### src/design/shsm_pkg.sv
// ----------------------------------------------------------------------------
// shsm_pkg: shared definitions for the half-step stepper mover
// Request kinds, register indexes, field widths, reset values and the
// coil sequence tables for both directions.
// ----------------------------------------------------------------------------
package shsm_pkg;

  // Field widths of the request, result and configuration registers.
  localparam int DEG_W    = 16;
  localparam int PERIOD_W = 16;
  localparam int HOLD_W   = 10;
  localparam int COIL_W   = 4;
  localparam int PHASE_W  = 3;
  localparam int KIND_W   = 2;
  localparam int CFG_IDX_W  = 1;
  localparam int CFG_DATA_W = 16;

  // Default number of eight-pattern cycles in one full turn.
  localparam int CYCLES_PER_TURN_DEF = 512;
  localparam int DEG_PER_TURN        = 360;
  // Fractional bits of the fixed-point constant that replaces the divide by 360.
  localparam int RECIP_SHIFT         = 25;

  // Reset values of the configuration registers.
  localparam logic [PERIOD_W-1:0] PERIOD_RST = PERIOD_W'(1);
  localparam logic [HOLD_W-1:0]   HOLD_RST   = HOLD_W'(100);

  typedef enum logic [KIND_W-1:0] {
    KIND_TICK = 2'd0,
    KIND_MOVE = 2'd1,
    KIND_STOP = 2'd2
  } kind_t;

  typedef enum logic [CFG_IDX_W-1:0] {
    CFG_STEP_PERIOD = 1'b0,
    CFG_HOLD        = 1'b1
  } cfg_idx_t;

  // Coil drive for one phase: bit0 A, bit1 B, bit2 C, bit3 D.
  function automatic logic [COIL_W-1:0] coil_pattern(input logic cw,
                                                     input logic [PHASE_W-1:0] idx);
    logic [COIL_W-1:0] p;
    if (cw) begin
      case (idx)
        3'd0:    p = 4'b0001;
        3'd1:    p = 4'b0011;
        3'd2:    p = 4'b0010;
        3'd3:    p = 4'b0110;
        3'd4:    p = 4'b0100;
        3'd5:    p = 4'b1100;
        3'd6:    p = 4'b1000;
        3'd7:    p = 4'b1001;
        default: p = 4'b0000;
      endcase
    end else begin
      case (idx)
        3'd0:    p = 4'b1000;
        3'd1:    p = 4'b1100;
        3'd2:    p = 4'b0100;
        3'd3:    p = 4'b0110;
        3'd4:    p = 4'b0010;
        3'd5:    p = 4'b0011;
        3'd6:    p = 4'b0001;
        3'd7:    p = 4'b1001;
        default: p = 4'b0000;
      endcase
    end
    return p;
  endfunction

endpackage

### src/design/stepper_half_step_mover.sv
// A request is taken into an input register, and its result is then registered
// in the output register.
// One request per clock unless the output stalls; the state update is one
// short pass of counters, a constant multiply and a table lookup in between.
// Reset (rst_n low, synchronous): idle, coils off, direction clockwise,
// step period 1 ms and hold time 100 ms.
// ----------------------------------------------------------------------------
// stepper_half_step_mover: four-phase stepper half-step sequencer
// Turns the motor by an angle in half steps on millisecond ticks, holds the
// coils for a while after the move, and reports coils, busy and direction.
// ----------------------------------------------------------------------------
module stepper_half_step_mover #(
  parameter int CYCLES_PER_TURN = shsm_pkg::CYCLES_PER_TURN_DEF
) (
  input  logic                            clk,
  input  logic                            rst_n,
  // Request channel.
  input  logic                            in_tvalid,
  output logic                            in_tready,
  input  logic [23:0]                     in_tdata,   // [0] clockwise, [16:1] degrees
  input  logic [shsm_pkg::KIND_W-1:0]     in_tuser,   // [1:0] kind
  // Result channel.
  output logic                            out_tvalid,
  input  logic                            out_tready,
  output logic [7:0]                      out_tdata,  // [3:0] coils, [4] busy_res,
                                                      // [5] last_direction
  // Configuration write port.
  input  logic                            cfg_we,
  input  logic [shsm_pkg::CFG_IDX_W-1:0]  cfg_index,
  input  logic [shsm_pkg::CFG_DATA_W-1:0] cfg_data
);

  import shsm_pkg::*;

  // The turn count is N = CYCLES_PER_TURN * degrees / 360. The division is
  // replaced by a multiply with a rounded-up fixed-point reciprocal. The
  // rounding error times the largest angle stays below one unit of the
  // fraction, so the truncated product is exact for every 16-bit angle.
  localparam longint unsigned RECIP =
    ((longint'(CYCLES_PER_TURN) << RECIP_SHIFT) + DEG_PER_TURN - 1) / DEG_PER_TURN;
  localparam int RECIP_W = $clog2(RECIP + 1);
  localparam int PROD_W  = DEG_W + RECIP_W;
  localparam int MAX_CYC = (CYCLES_PER_TURN * ((1 << DEG_W) - 1)) / DEG_PER_TURN;
  localparam int CYC_W   = $clog2(MAX_CYC + 1);
  // Eight half steps per cycle.
  localparam int HS_W    = CYC_W + PHASE_W;

  typedef enum logic [1:0] {
    MODE_IDLE = 2'd0,
    MODE_STEP = 2'd1,
    MODE_HOLD = 2'd2
  } mode_t;

  // Configuration registers.
  logic [PERIOD_W-1:0] step_period_r;
  logic [HOLD_W-1:0]   hold_ms_r;

  // Input register.
  logic                s1_valid_r;
  logic [KIND_W-1:0]   s1_kind_r;
  logic                s1_cw_r;
  logic [DEG_W-1:0]    s1_deg_r;

  // Sequencer state.
  mode_t               mode_r, mode_nxt;
  logic [PHASE_W-1:0]  phase_r, phase_nxt;
  logic                moving_cw_r, moving_cw_nxt;
  logic [HS_W-1:0]     hs_left_r, hs_left_nxt;
  logic [PERIOD_W-1:0] tick_cnt_r, tick_cnt_nxt;
  logic [HOLD_W-1:0]   hold_cnt_r, hold_cnt_nxt;
  logic [COIL_W-1:0]   coils_r, coils_nxt;
  logic                dir_r, dir_nxt;

  // Output register.
  logic                out_valid_r;
  logic [7:0]          out_data_r;

  logic                advance;
  logic [PROD_W-1:0]   prod;
  logic [CYC_W-1:0]    cycles;
  logic [HS_W-1:0]     hs_load;
  logic [HS_W-1:0]     hs_dec;
  logic [PERIOD_W-1:0] tick_inc;
  logic [HOLD_W-1:0]   hold_inc;

  // The pipeline moves whenever the output register is empty or being taken.
  // A request is accepted while the input register is empty or moving on.
  assign advance   = !out_valid_r || out_tready;
  assign in_tready = !s1_valid_r || advance;

  assign out_tvalid = out_valid_r;
  assign out_tdata  = out_data_r;

  // Half steps for a move request.
  assign prod    = PROD_W'(s1_deg_r) * PROD_W'(RECIP);
  assign cycles  = prod[RECIP_SHIFT +: CYC_W];
  assign hs_load = {cycles, {PHASE_W{1'b0}}};

  assign hs_dec   = hs_left_r - HS_W'(1);
  assign tick_inc = tick_cnt_r + PERIOD_W'(1);
  assign hold_inc = hold_cnt_r + HOLD_W'(1);

  // Next state for the request in the input register. A tick counter that
  // reaches its limit or wraps to zero ends its interval; a zero period
  // behaves like one tick, and a zero hold time skips the hold.
  always_comb begin
    mode_nxt      = mode_r;
    phase_nxt     = phase_r;
    moving_cw_nxt = moving_cw_r;
    hs_left_nxt   = hs_left_r;
    tick_cnt_nxt  = tick_cnt_r;
    hold_cnt_nxt  = hold_cnt_r;
    coils_nxt     = coils_r;
    dir_nxt       = dir_r;
    case (s1_kind_r)
      KIND_MOVE: begin
        // A move is ignored unless the sequencer is idle.
        if (mode_r == MODE_IDLE) begin
          moving_cw_nxt = s1_cw_r;
          phase_nxt     = '0;
          tick_cnt_nxt  = '0;
          hs_left_nxt   = hs_load;
          if (hs_load == '0) begin
            // An angle too small for one cycle goes straight to holding, or to idle when the hold time is zero.
            hold_cnt_nxt = '0;
            if (hold_ms_r == '0) begin
              coils_nxt = '0;
              dir_nxt   = s1_cw_r;
              mode_nxt  = MODE_IDLE;
            end else begin
              mode_nxt = MODE_HOLD;
            end
          end else begin
            coils_nxt = coil_pattern(s1_cw_r, '0);
            mode_nxt  = MODE_STEP;
          end
        end
      end
      KIND_STOP: begin
        coils_nxt    = '0;
        mode_nxt     = MODE_IDLE;
        hs_left_nxt  = '0;
        tick_cnt_nxt = '0;
        hold_cnt_nxt = '0;
      end
      KIND_TICK: begin
        case (mode_r)
          MODE_STEP: begin
            tick_cnt_nxt = tick_inc;
            if (tick_inc >= step_period_r || tick_inc == '0) begin
              tick_cnt_nxt = '0;
              hs_left_nxt  = hs_dec;
              if (hs_dec == '0) begin
                hold_cnt_nxt = '0;
                if (hold_ms_r == '0) begin
                  coils_nxt = '0;
                  dir_nxt   = moving_cw_r;
                  mode_nxt  = MODE_IDLE;
                end else begin
                  mode_nxt = MODE_HOLD;
                end
              end else begin
                phase_nxt = phase_r + PHASE_W'(1);
                coils_nxt = coil_pattern(moving_cw_r, phase_r + PHASE_W'(1));
              end
            end
          end
          MODE_HOLD: begin
            hold_cnt_nxt = hold_inc;
            if (hold_inc >= hold_ms_r || hold_inc == '0) begin
              coils_nxt = '0;
              dir_nxt   = moving_cw_r;
              mode_nxt  = MODE_IDLE;
            end
          end
          default: begin
            // Ticks while idle change nothing.
          end
        endcase
      end
      default: begin
        // The unused kind code is ignored.
      end
    endcase
  end

  // Configuration registers. The user writes only while no request is in flight; not enforced by the block.
  always_ff @(posedge clk) begin
    if (!rst_n) begin
      step_period_r <= PERIOD_RST;
      hold_ms_r     <= HOLD_RST;
    end else if (cfg_we) begin
      case (cfg_index)
        CFG_STEP_PERIOD: step_period_r <= cfg_data[PERIOD_W-1:0];
        CFG_HOLD:        hold_ms_r     <= cfg_data[HOLD_W-1:0];
        default:         ;
      endcase
    end
  end

  // Input register.
  always_ff @(posedge clk) begin
    if (!rst_n) begin
      s1_valid_r <= 1'b0;
    end else if (in_tready) begin
      s1_valid_r <= in_tvalid;
    end
    if (in_tready && in_tvalid) begin
      s1_kind_r <= in_tuser;
      s1_cw_r   <= in_tdata[0];
      s1_deg_r  <= in_tdata[DEG_W:1];
    end
  end

  // Sequencer state and output register. The state moves only when the
  // request in the input register is handed to the output register.
  always_ff @(posedge clk) begin
    if (!rst_n) begin
      mode_r      <= MODE_IDLE;
      phase_r     <= '0;
      moving_cw_r <= 1'b0;
      hs_left_r   <= '0;
      tick_cnt_r  <= '0;
      hold_cnt_r  <= '0;
      coils_r     <= '0;
      dir_r       <= 1'b1;
      out_valid_r <= 1'b0;
      out_data_r  <= '0;
    end else if (advance) begin
      out_valid_r <= s1_valid_r;
      if (s1_valid_r) begin
        mode_r      <= mode_nxt;
        phase_r     <= phase_nxt;
        moving_cw_r <= moving_cw_nxt;
        hs_left_r   <= hs_left_nxt;
        tick_cnt_r  <= tick_cnt_nxt;
        hold_cnt_r  <= hold_cnt_nxt;
        coils_r     <= coils_nxt;
        dir_r       <= dir_nxt;
        out_data_r  <= {2'b00, dir_nxt, (mode_nxt != MODE_IDLE), coils_nxt};
      end
    end
  end

endmodule
### config.mk
export PLATFORM = sky130hd
export DESIGN_NAME = stepper_half_step_mover
export DESIGN_NICKNAME = d
export VERILOG_FILES = /design/src/design/shsm_pkg.sv /design/src/design/stepper_half_step_mover.sv
export SDC_FILE = /design/constraint.sdc
export NUM_CORES = 1
export LEC_CHECK = 0
export ABC_CLOCK_PERIOD_IN_PS = 9100
export BUFFER_PORTS_ARGS = -buffer_cell sky130_fd_sc_hd__buf_2
export CAP_MARGIN = 20
export CORE_MARGIN = 3
export CORE_UTILIZATION = 45
export CTS_BUF_LIST = sky130_fd_sc_hd__clkbuf_4
export CTS_CLUSTER_DIAMETER = 60
export DETAILED_ROUTE_END_ITERATION = 16
export PLACE_DENSITY_LB_ADDON = 0.12
export RECOVER_POWER = 100
export SETUP_SLACK_MARGIN = 0.02
export SLEW_MARGIN = 10
export SYNTH_ARGS = -nofsm -noshare
export SYNTH_HDL_FRONTEND = slang
export SYNTH_SLANG_ARGS = --single-unit
export TNS_END_PERCENT = 5
### constraint.sdc
create_clock -name clk -period 9.1 [get_ports clk]
set_clock_uncertainty 0.15 [all_clocks]
set_input_delay 1.82 -clock clk [delete_from_list [all_inputs] [get_ports clk]]
set_output_delay 1.82 -clock clk [all_outputs]
set_load 0.005 [all_outputs]
=== Yosys cells after proc, flatten, opt, wreduce, memory -nomap -nowiden ===
Memory sizes are Yosys's and may differ from the RTL's.
Cells that the tools add are included.

* Bits in registers: 110
* Memory bits (read-only): 64
* Input bits: 48
* Memories: 2

{| class="wikitable"
|+ Memory list
! name !! words !! width !! rd ports !! clocked after Yosys merged registers in !! write ports !! RTL line !! RTL
|-
| (no name shown) || 8 || 4 || 1 || 0 || 0 || shsm_pkg.sv:44 || <nowiki>case (idx)</nowiki>
|-
| (no name shown) || 8 || 4 || 1 || 0 || 0 || shsm_pkg.sv:56 || <nowiki>case (idx)</nowiki>
|}

* $add $sub $neg: 4
* Multiply operators: 1
* Magnitude comparators: 2
* Eq/ne operators: 12
* Muxes and demuxes: 46
* Bitwise operators: 1
* Reduce and logical (&&, ||, !) cells: 25

{| class="wikitable"
|+ Operators by type and width
! operator !! number
|-
| 20-bit 2-to-1 mux || 3
|-
| 20-bit case mux with 3 select lines || 1
|-
| 16-bit 2-to-1 mux || 3
|-
| 16-bit case mux with 3 select lines || 1
|-
| 16-bit by 26-bit multiplier with 42-bit output (second input constant) || 1
|-
| 20-bit logical NOT || 2
|-
| 10-bit 2-to-1 mux || 4
|-
| 4-bit 2-to-1 mux || 8
|-
| 10-bit case mux with 3 select lines || 1
|-
| 10-bit logical NOT || 2
|-
| 10-bit case mux with 2 select lines || 1
|-
| 20-bit by 1-bit subtractor with 20-bit output (second input constant) || 1
|-
| 16-bit by 1-bit adder with 16-bit output (second input constant) || 1
|-
| 16-bit >= comparator || 1
|-
| 16-bit logical NOT || 1
|-
| 2-bit 2-to-1 mux || 6
|-
| 3-bit 2-to-1 mux || 4
|-
| 4-bit case mux with 3 select lines || 1
|-
| 10-bit by 1-bit adder with 10-bit output (second input constant) || 1
|-
| 10-bit >= comparator || 1
|-
| 2-bit != test (second input constant) || 4
|-
| 4-bit case mux with 2 select lines || 1
|-
| 8-bit AND reduction || 1
|-
| 1-bit 2-to-1 mux || 7
|-
| 22 further kinds || 34
|}

=== Longest topological paths before layout ===
* Depth after elaboration: 7
* Mapped depth: 24

=== Worst setup path before layout ===
OpenSTA, ideal clock, no wires.

* Path type: reg-to-reg
* From: reg s1_deg_r[10]
* To: reg hold_cnt_r[3]
* Library setup time: 144 ps
* Data arrival time: 6,369 ps
* Slack: 2,437 ps
* Cell stages (with the launch flop): 24
* Period minus slack after synthesis: 6,663 ps
* Path through: edfxtp_1 -> ha_1 -> inv_1 -> fa_1 -> inv_1 -> fa_1 -> inv_1 -> fa_1 -> inv_1 -> fa_1 -> inv_1 -> fa_1 -> inv_1 -> ha_1 -> nand2_1 -> o21ai_0 -> a2111o_1 -> o21ai_0 -> a311oi_1 -> a2111o_1 -> nor4_1 -> nand3_1 -> a21oi_1 -> o21ai_0

* Cells in the longest elaborated chain, start to end: 4

{| class="wikitable"
|+ RTL lines
! element !! RTL line !! RTL
|-
| start: declaration || stepper_half_step_mover.sv:62 || <nowiki>logic [DEG_W-1:0] s1_deg_r;</nowiki>
|-
| start signal: assignment || stepper_half_step_mover.sv:211 || <nowiki>s1_deg_r <= in_tdata[DEG_W:1];</nowiki>
|-
| 16-bit by 26-bit multiplier with 42-bit output || stepper_half_step_mover.sv:95 || <nowiki>assign prod = PROD_W'(s1_deg_r) * PROD_W'(RECIP);</nowiki>
|-
| 20-bit logical NOT || stepper_half_step_mover.sv:123 || <nowiki>if (hs_load == '0) begin</nowiki>
|-
| 2-bit != test (no line) || - ||
|-
| 8-bit AND reduction (no line) || - ||
|-
| end signal: assignment || stepper_half_step_mover.sv:237 || <nowiki>hold_cnt_r <= hold_cnt_nxt;</nowiki>
|-
| end: declaration || stepper_half_step_mover.sv:70 || <nowiki>logic [HOLD_W-1:0] hold_cnt_r, hold_cnt_nxt;</nowiki>
|}

No other way between the ends.
A chain may end at the register's enable or synchronous reset.

=== Worst setup path after layout ===
* From: reg s1_deg_r[10]
* To: reg hold_cnt_r[6]

The elaborated chain is that of the path after synthesis.

==> results.tsv <==
stage	metric	value	unit
outcome	outcome	complete, but fails checks	
outcome	failing checks	capacitance limit, slew limit	
synth	compound-cell area share of the yosys netlist	0.169	
synth	Post-synth EDFFs	19	
final_layout	count of nets after finishing	1866	
critical_path	crit-path leading delay family	adder cells	
grt	global-route wire length before repair	56.1	mm
timing	setup-violating endpoint count in the final report	0	
clock_network	count of buffers added by post-CTS timing repair for setup	0	
die	floorplan row count	60	
critical_path	slowest cell delay on critical path	0.86	ns
route	post-route DRC violation count	0	
placed_design	gp weighted congestion	0.941	
synth	sequential area share after synthesis	0.183	
timing	maximum frequency from static timing analysis	123	MHz
clock_network	number of clock buffers inserted by TritonCTS	9	
synth	adder-cell share of the synthesized area	0.331	
clock_network	CTS Sinks	106	
timing	Slew @ Worst Pin	2.43	ns
clock_network	H-tree depth	3	
synth	mux cell area share after synthesis	0.00814	
route	Post-DRT Antenna Nets	0	
clock_network	clock slew at the register clock pins of the worst setup and hold paths	0.22	ns
synth	top cells by area, synth	sky130_fd_sc_hd__ha_1 18%, sky130_fd_sc_hd__fa_1 15%, sky130_fd_sc_hd__dfxtp_1 14%	
clock_network	hold buffers post-CTS	0	
grt	residual overflow from global routing	0	
die	Die Outline Area	30000	sq um
final_layout	final core utilization	0.486	
run	# Max-Cap Violations	1	
critical_path	Worst Path Class, Setup	reg2reg	
synth	largest family of logic cells by synthesized area	adder cells	
synth	Yosys Warn Count	0	
placed_design	port buffer count	48	
final_layout	area taken by multi-input logic gates	9160	sq um
final_layout	area growth from synthesis to final layout	5.02	%
synth	post-synthesis sequential element count	106	
timing	relative max-transition margin	-0.620	
route	Vias/cell	5.73	
route	final WL	34.5	mm
critical_path	number of buffer and inverter instances along the worst setup path	6	
critical_path	worst path required time	9.34	ns
critical_path	type of destination of the critical path	register	
min_path	worst min-delay path class	reg2reg	
clock_network	Post-CTS Resized	0	
synth	per-instance average area after synthesis	8.19	sq um
final_layout	Cell Count, Final, Fillers Out	1920	
synth	library cell with the largest summed area after synthesis	sky130_fd_sc_hd__ha_1	
timing	RSZ-0062 raised after global routing	false	
timing	post-route clock period utilization	0.890	
critical_path	startpoint types	register	
synth	Async S/R FF share, synth	0	
critical_path	Crit-path slowest cell	sky130_fd_sc_hd__a21oi_1	
route	detailed-route wire length per cell	18.0	um
timing	Period minus WS final	8.10	ns
synth	post-synth design cell area	12600	sq um
timing	final number of max-transition violations	48	
route	vias after detailed routing	11000	
synth	portion of synthesized cell area occupied by the leading cell type	0.180	
final_layout	Register Area	2310	sq um
grt	total routing resource utilization after global routing	0.228	
die	vertical extent of the die	173	um
placed_design	Detailed Place HPWL	27.7	mm
die	Boundary Pins	58	
timing	final hold viol count	0	
placed_design	Post-DP Area	13100	sq um
power_and_ir_drop	Max rail drop VDD	290	uV
timing	Min Hold Slack	0.323	ns
route	First DRT Iteration DRCs	789	
route	number of detailed-routing iterations run before antenna repair	5	
placed_design	placed instance count	1902	
final_layout	fraction of final layout cells sized beyond drive strength 1	0.0537	
synth	basic-gate share of the synthesized area counting and, or, nand and nor cells	0.189	
grt	via count of the first global-routing pass	10700	
grt	largest net degree at the start of global routing	48	
critical_path	most frequent CP cell	sky130_fd_sc_hd__inv_1	
power_and_ir_drop	power per standard cell area	369	nW/um^2
critical_path	sequence of cells on the critical path	ha_1 > inv_1 > fa_1 > inv_1 > fa_1 > inv_1 > fa_1 > inv_1 > fa_1 > inv_1 > fa_1 > inv_1 > ha_1 > nand4_1 > nor3_1 > o21ai_0 > a211oi_1 > a211oi_1 > a2111o_1 > nor4_1 > nand3_1 > a21oi_1 > o21ai_0	
synth	fraction of synthesized cell area in xor and xnor cells	0.0292	
clock_network	Clock Tree Buf Depth	2	
critical_path	maximum fanout encountered on the critical timing path	10	
final_layout	filler cell count	2695	
synth	Most used DFF post-synth	sky130_fd_sc_hd__dfxtp_1	
die	Die Span X	173	um
clock_network	Worst-Skew Late Latency	0.54	ns
die	area of the placeable core	27300	sq um
grt	antenna violations before repair	1	
synth	Synth cell types	77	
timing	setup TNS	0	ns
clock_network	CTS tree	done	
clock_network	clock tree root driver cell	sky130_fd_sc_hd__clkbuf_4	
critical_path	critical path data arrival time	8.34	ns
die	starting density of the core	0.462	
power_and_ir_drop	P_leak	6.00	nW
final_layout	Finished Cell Area	13200	sq um
timing	Final Worst Setup Slack	0.998	ns
synth	number of standard cells after synthesis	1538	
placed_design	Post-Place Setup Slack	1.05	ns
power_and_ir_drop	total power of the final layout	4.89	mW
## routing by layer
metal / routed length [um] / share of wire / vias to the layer above / GRT usage
li1: - / - / 5362 / -
met1: 17500 / 0.51 / 5280 / 0.348
met2: 14600 / 0.42 / 316 / 0.349
met3: 1750 / 0.051 / 46 / 0.0274
met4: 570 / 0.017 / 0 / 0.0443
met5: 0 / 0 / - / 0
## area by class of cell
class                   instances  area share
flip-flops and latches        106       0.175
multi-input cells            1143       0.692
clock buffers                   9     0.00511
inverters                     225      0.0638
clock inverters                 7     0.00690
repair buffers                 57      0.0221
well taps                     372      0.0352
diodes                          1    0.000189
## cells in the mapped netlist (7+ instances only)
cell type and instances:
sky130_fd_sc_hd__a21o_1 11, sky130_fd_sc_hd__xnor2_1 28, sky130_fd_sc_hd__a211oi_1 15, sky130_fd_sc_hd__a31oi_1 10
sky130_fd_sc_hd__xor2_1 14, sky130_fd_sc_hd__and2_1 12, sky130_fd_sc_hd__nor2_1 84, sky130_fd_sc_hd__o211ai_1 14
sky130_fd_sc_hd__or3_1 9, sky130_fd_sc_hd__mux2i_1 8, sky130_fd_sc_hd__inv_1 223, sky130_fd_sc_hd__nand2_1 163
sky130_fd_sc_hd__o21a_1 7, sky130_fd_sc_hd__fa_1 95, sky130_fd_sc_hd__o21bai_1 7, sky130_fd_sc_hd__nand2b_1 10
sky130_fd_sc_hd__dfxtp_1 87, sky130_fd_sc_hd__nand4_1 33, sky130_fd_sc_hd__edfxtp_1 19, sky130_fd_sc_hd__nor3_1 35
sky130_fd_sc_hd__and3_1 15, sky130_fd_sc_hd__clkbuf_1 48, sky130_fd_sc_hd__o21ai_0 67, sky130_fd_sc_hd__nand3_1 53
sky130_fd_sc_hd__o31ai_1 16, sky130_fd_sc_hd__a221oi_1 8, sky130_fd_sc_hd__nor2b_1 10, sky130_fd_sc_hd__nor4_1 19
sky130_fd_sc_hd__a21oi_1 109, sky130_fd_sc_hd__ha_1 181
## worst register-to-register path: stages, from the launching register on
cell and delay, ns:
sky130_fd_sc_hd__edfxtp_1 0.59, sky130_fd_sc_hd__ha_1 0.38, sky130_fd_sc_hd__inv_1 0.06, sky130_fd_sc_hd__fa_1 0.53, sky130_fd_sc_hd__inv_1 0.05, sky130_fd_sc_hd__fa_1 0.49
sky130_fd_sc_hd__inv_1 0.10, sky130_fd_sc_hd__fa_1 0.55, sky130_fd_sc_hd__inv_1 0.06, sky130_fd_sc_hd__fa_1 0.53, sky130_fd_sc_hd__inv_1 0.06, sky130_fd_sc_hd__fa_1 0.53
sky130_fd_sc_hd__inv_1 0.04, sky130_fd_sc_hd__ha_1 0.36, sky130_fd_sc_hd__nand4_1 0.21, sky130_fd_sc_hd__nor3_1 0.28, sky130_fd_sc_hd__o21ai_0 0.17, sky130_fd_sc_hd__a211oi_1 0.25
sky130_fd_sc_hd__a211oi_1 0.15, sky130_fd_sc_hd__a2111o_1 0.42, sky130_fd_sc_hd__nor4_1 0.48, sky130_fd_sc_hd__nand3_1 0.45, sky130_fd_sc_hd__a21oi_1 0.86, sky130_fd_sc_hd__o21ai_0 0.21
## cells by family after synthesis
| logic type | Yosys count |
|---|---|
| multiplexers | 10 |
| adder cells (fa/ha/maj) | 276 |
| AO/OA/AOI/OAI | 331 |
| XOR/XNOR | 42 |
| other | 1 |
| buffers and inverters | 290 |
| AND/OR/NAND/NOR | 482 |
| flip-flops | 106 |
## flip-flops by register name (all words and copies together), names as in the netlist, 3 cells and up, named ones only
name / cells
step_period_r: 16
s1_deg_r: 16
phase_r: 3
hold_ms_r: 10
hs_left_r: 20
hold_cnt_r: 10
tick_cnt_r: 16
## path summary, 6_finish.rpt
path / from / end / slack, ns / cells after the start
hold / removal: hold_ms_r[8] / hold_ms_r[8] / 0.32 / 2
setup / recovery: s1_deg_r[10] / hold_cnt_r[6] / 1.0 / 23
setup reg to reg: s1_deg_r[10] / hold_cnt_r[6] / 1.0 / 23
hold reg to reg: hold_ms_r[8] / hold_ms_r[8] / 0.32 / 2
## where the power goes
group	leakage [nW]	switching, mW	internal [mW]
Combinational	5.03	2.61	1.46
Clock	0.0830	0.217	0.0699
Sequential	0.892	0.0345	0.503
## layout by cell type (no fill, tap or decap), types with 11 or more instances in the layout
| cell | count |
|---|---|
| sky130_fd_sc_hd__buf_2 | 42 |
| sky130_fd_sc_hd__inv_1 | 224 |
| sky130_fd_sc_hd__a21o_1 | 11 |
| sky130_fd_sc_hd__o31ai_1 | 16 |
| sky130_fd_sc_hd__nor2_1 | 84 |
| sky130_fd_sc_hd__fa_1 | 95 |
| sky130_fd_sc_hd__o211ai_1 | 14 |
| sky130_fd_sc_hd__a21oi_1 | 109 |
| sky130_fd_sc_hd__nand2_1 | 163 |
| sky130_fd_sc_hd__edfxtp_1 | 19 |
| sky130_fd_sc_hd__and3_1 | 15 |
| sky130_fd_sc_hd__dfxtp_1 | 87 |
| sky130_fd_sc_hd__ha_1 | 181 |
| sky130_fd_sc_hd__o21ai_0 | 67 |
| sky130_fd_sc_hd__nor4_1 | 19 |
| sky130_fd_sc_hd__xnor2_1 | 28 |
| sky130_fd_sc_hd__nor3_1 | 35 |
| sky130_fd_sc_hd__a211oi_1 | 15 |
| sky130_fd_sc_hd__xor2_1 | 14 |
| sky130_fd_sc_hd__nand3_1 | 53 |
| sky130_fd_sc_hd__nand4_1 | 33 |
Power figures use the tool's default switching activity.
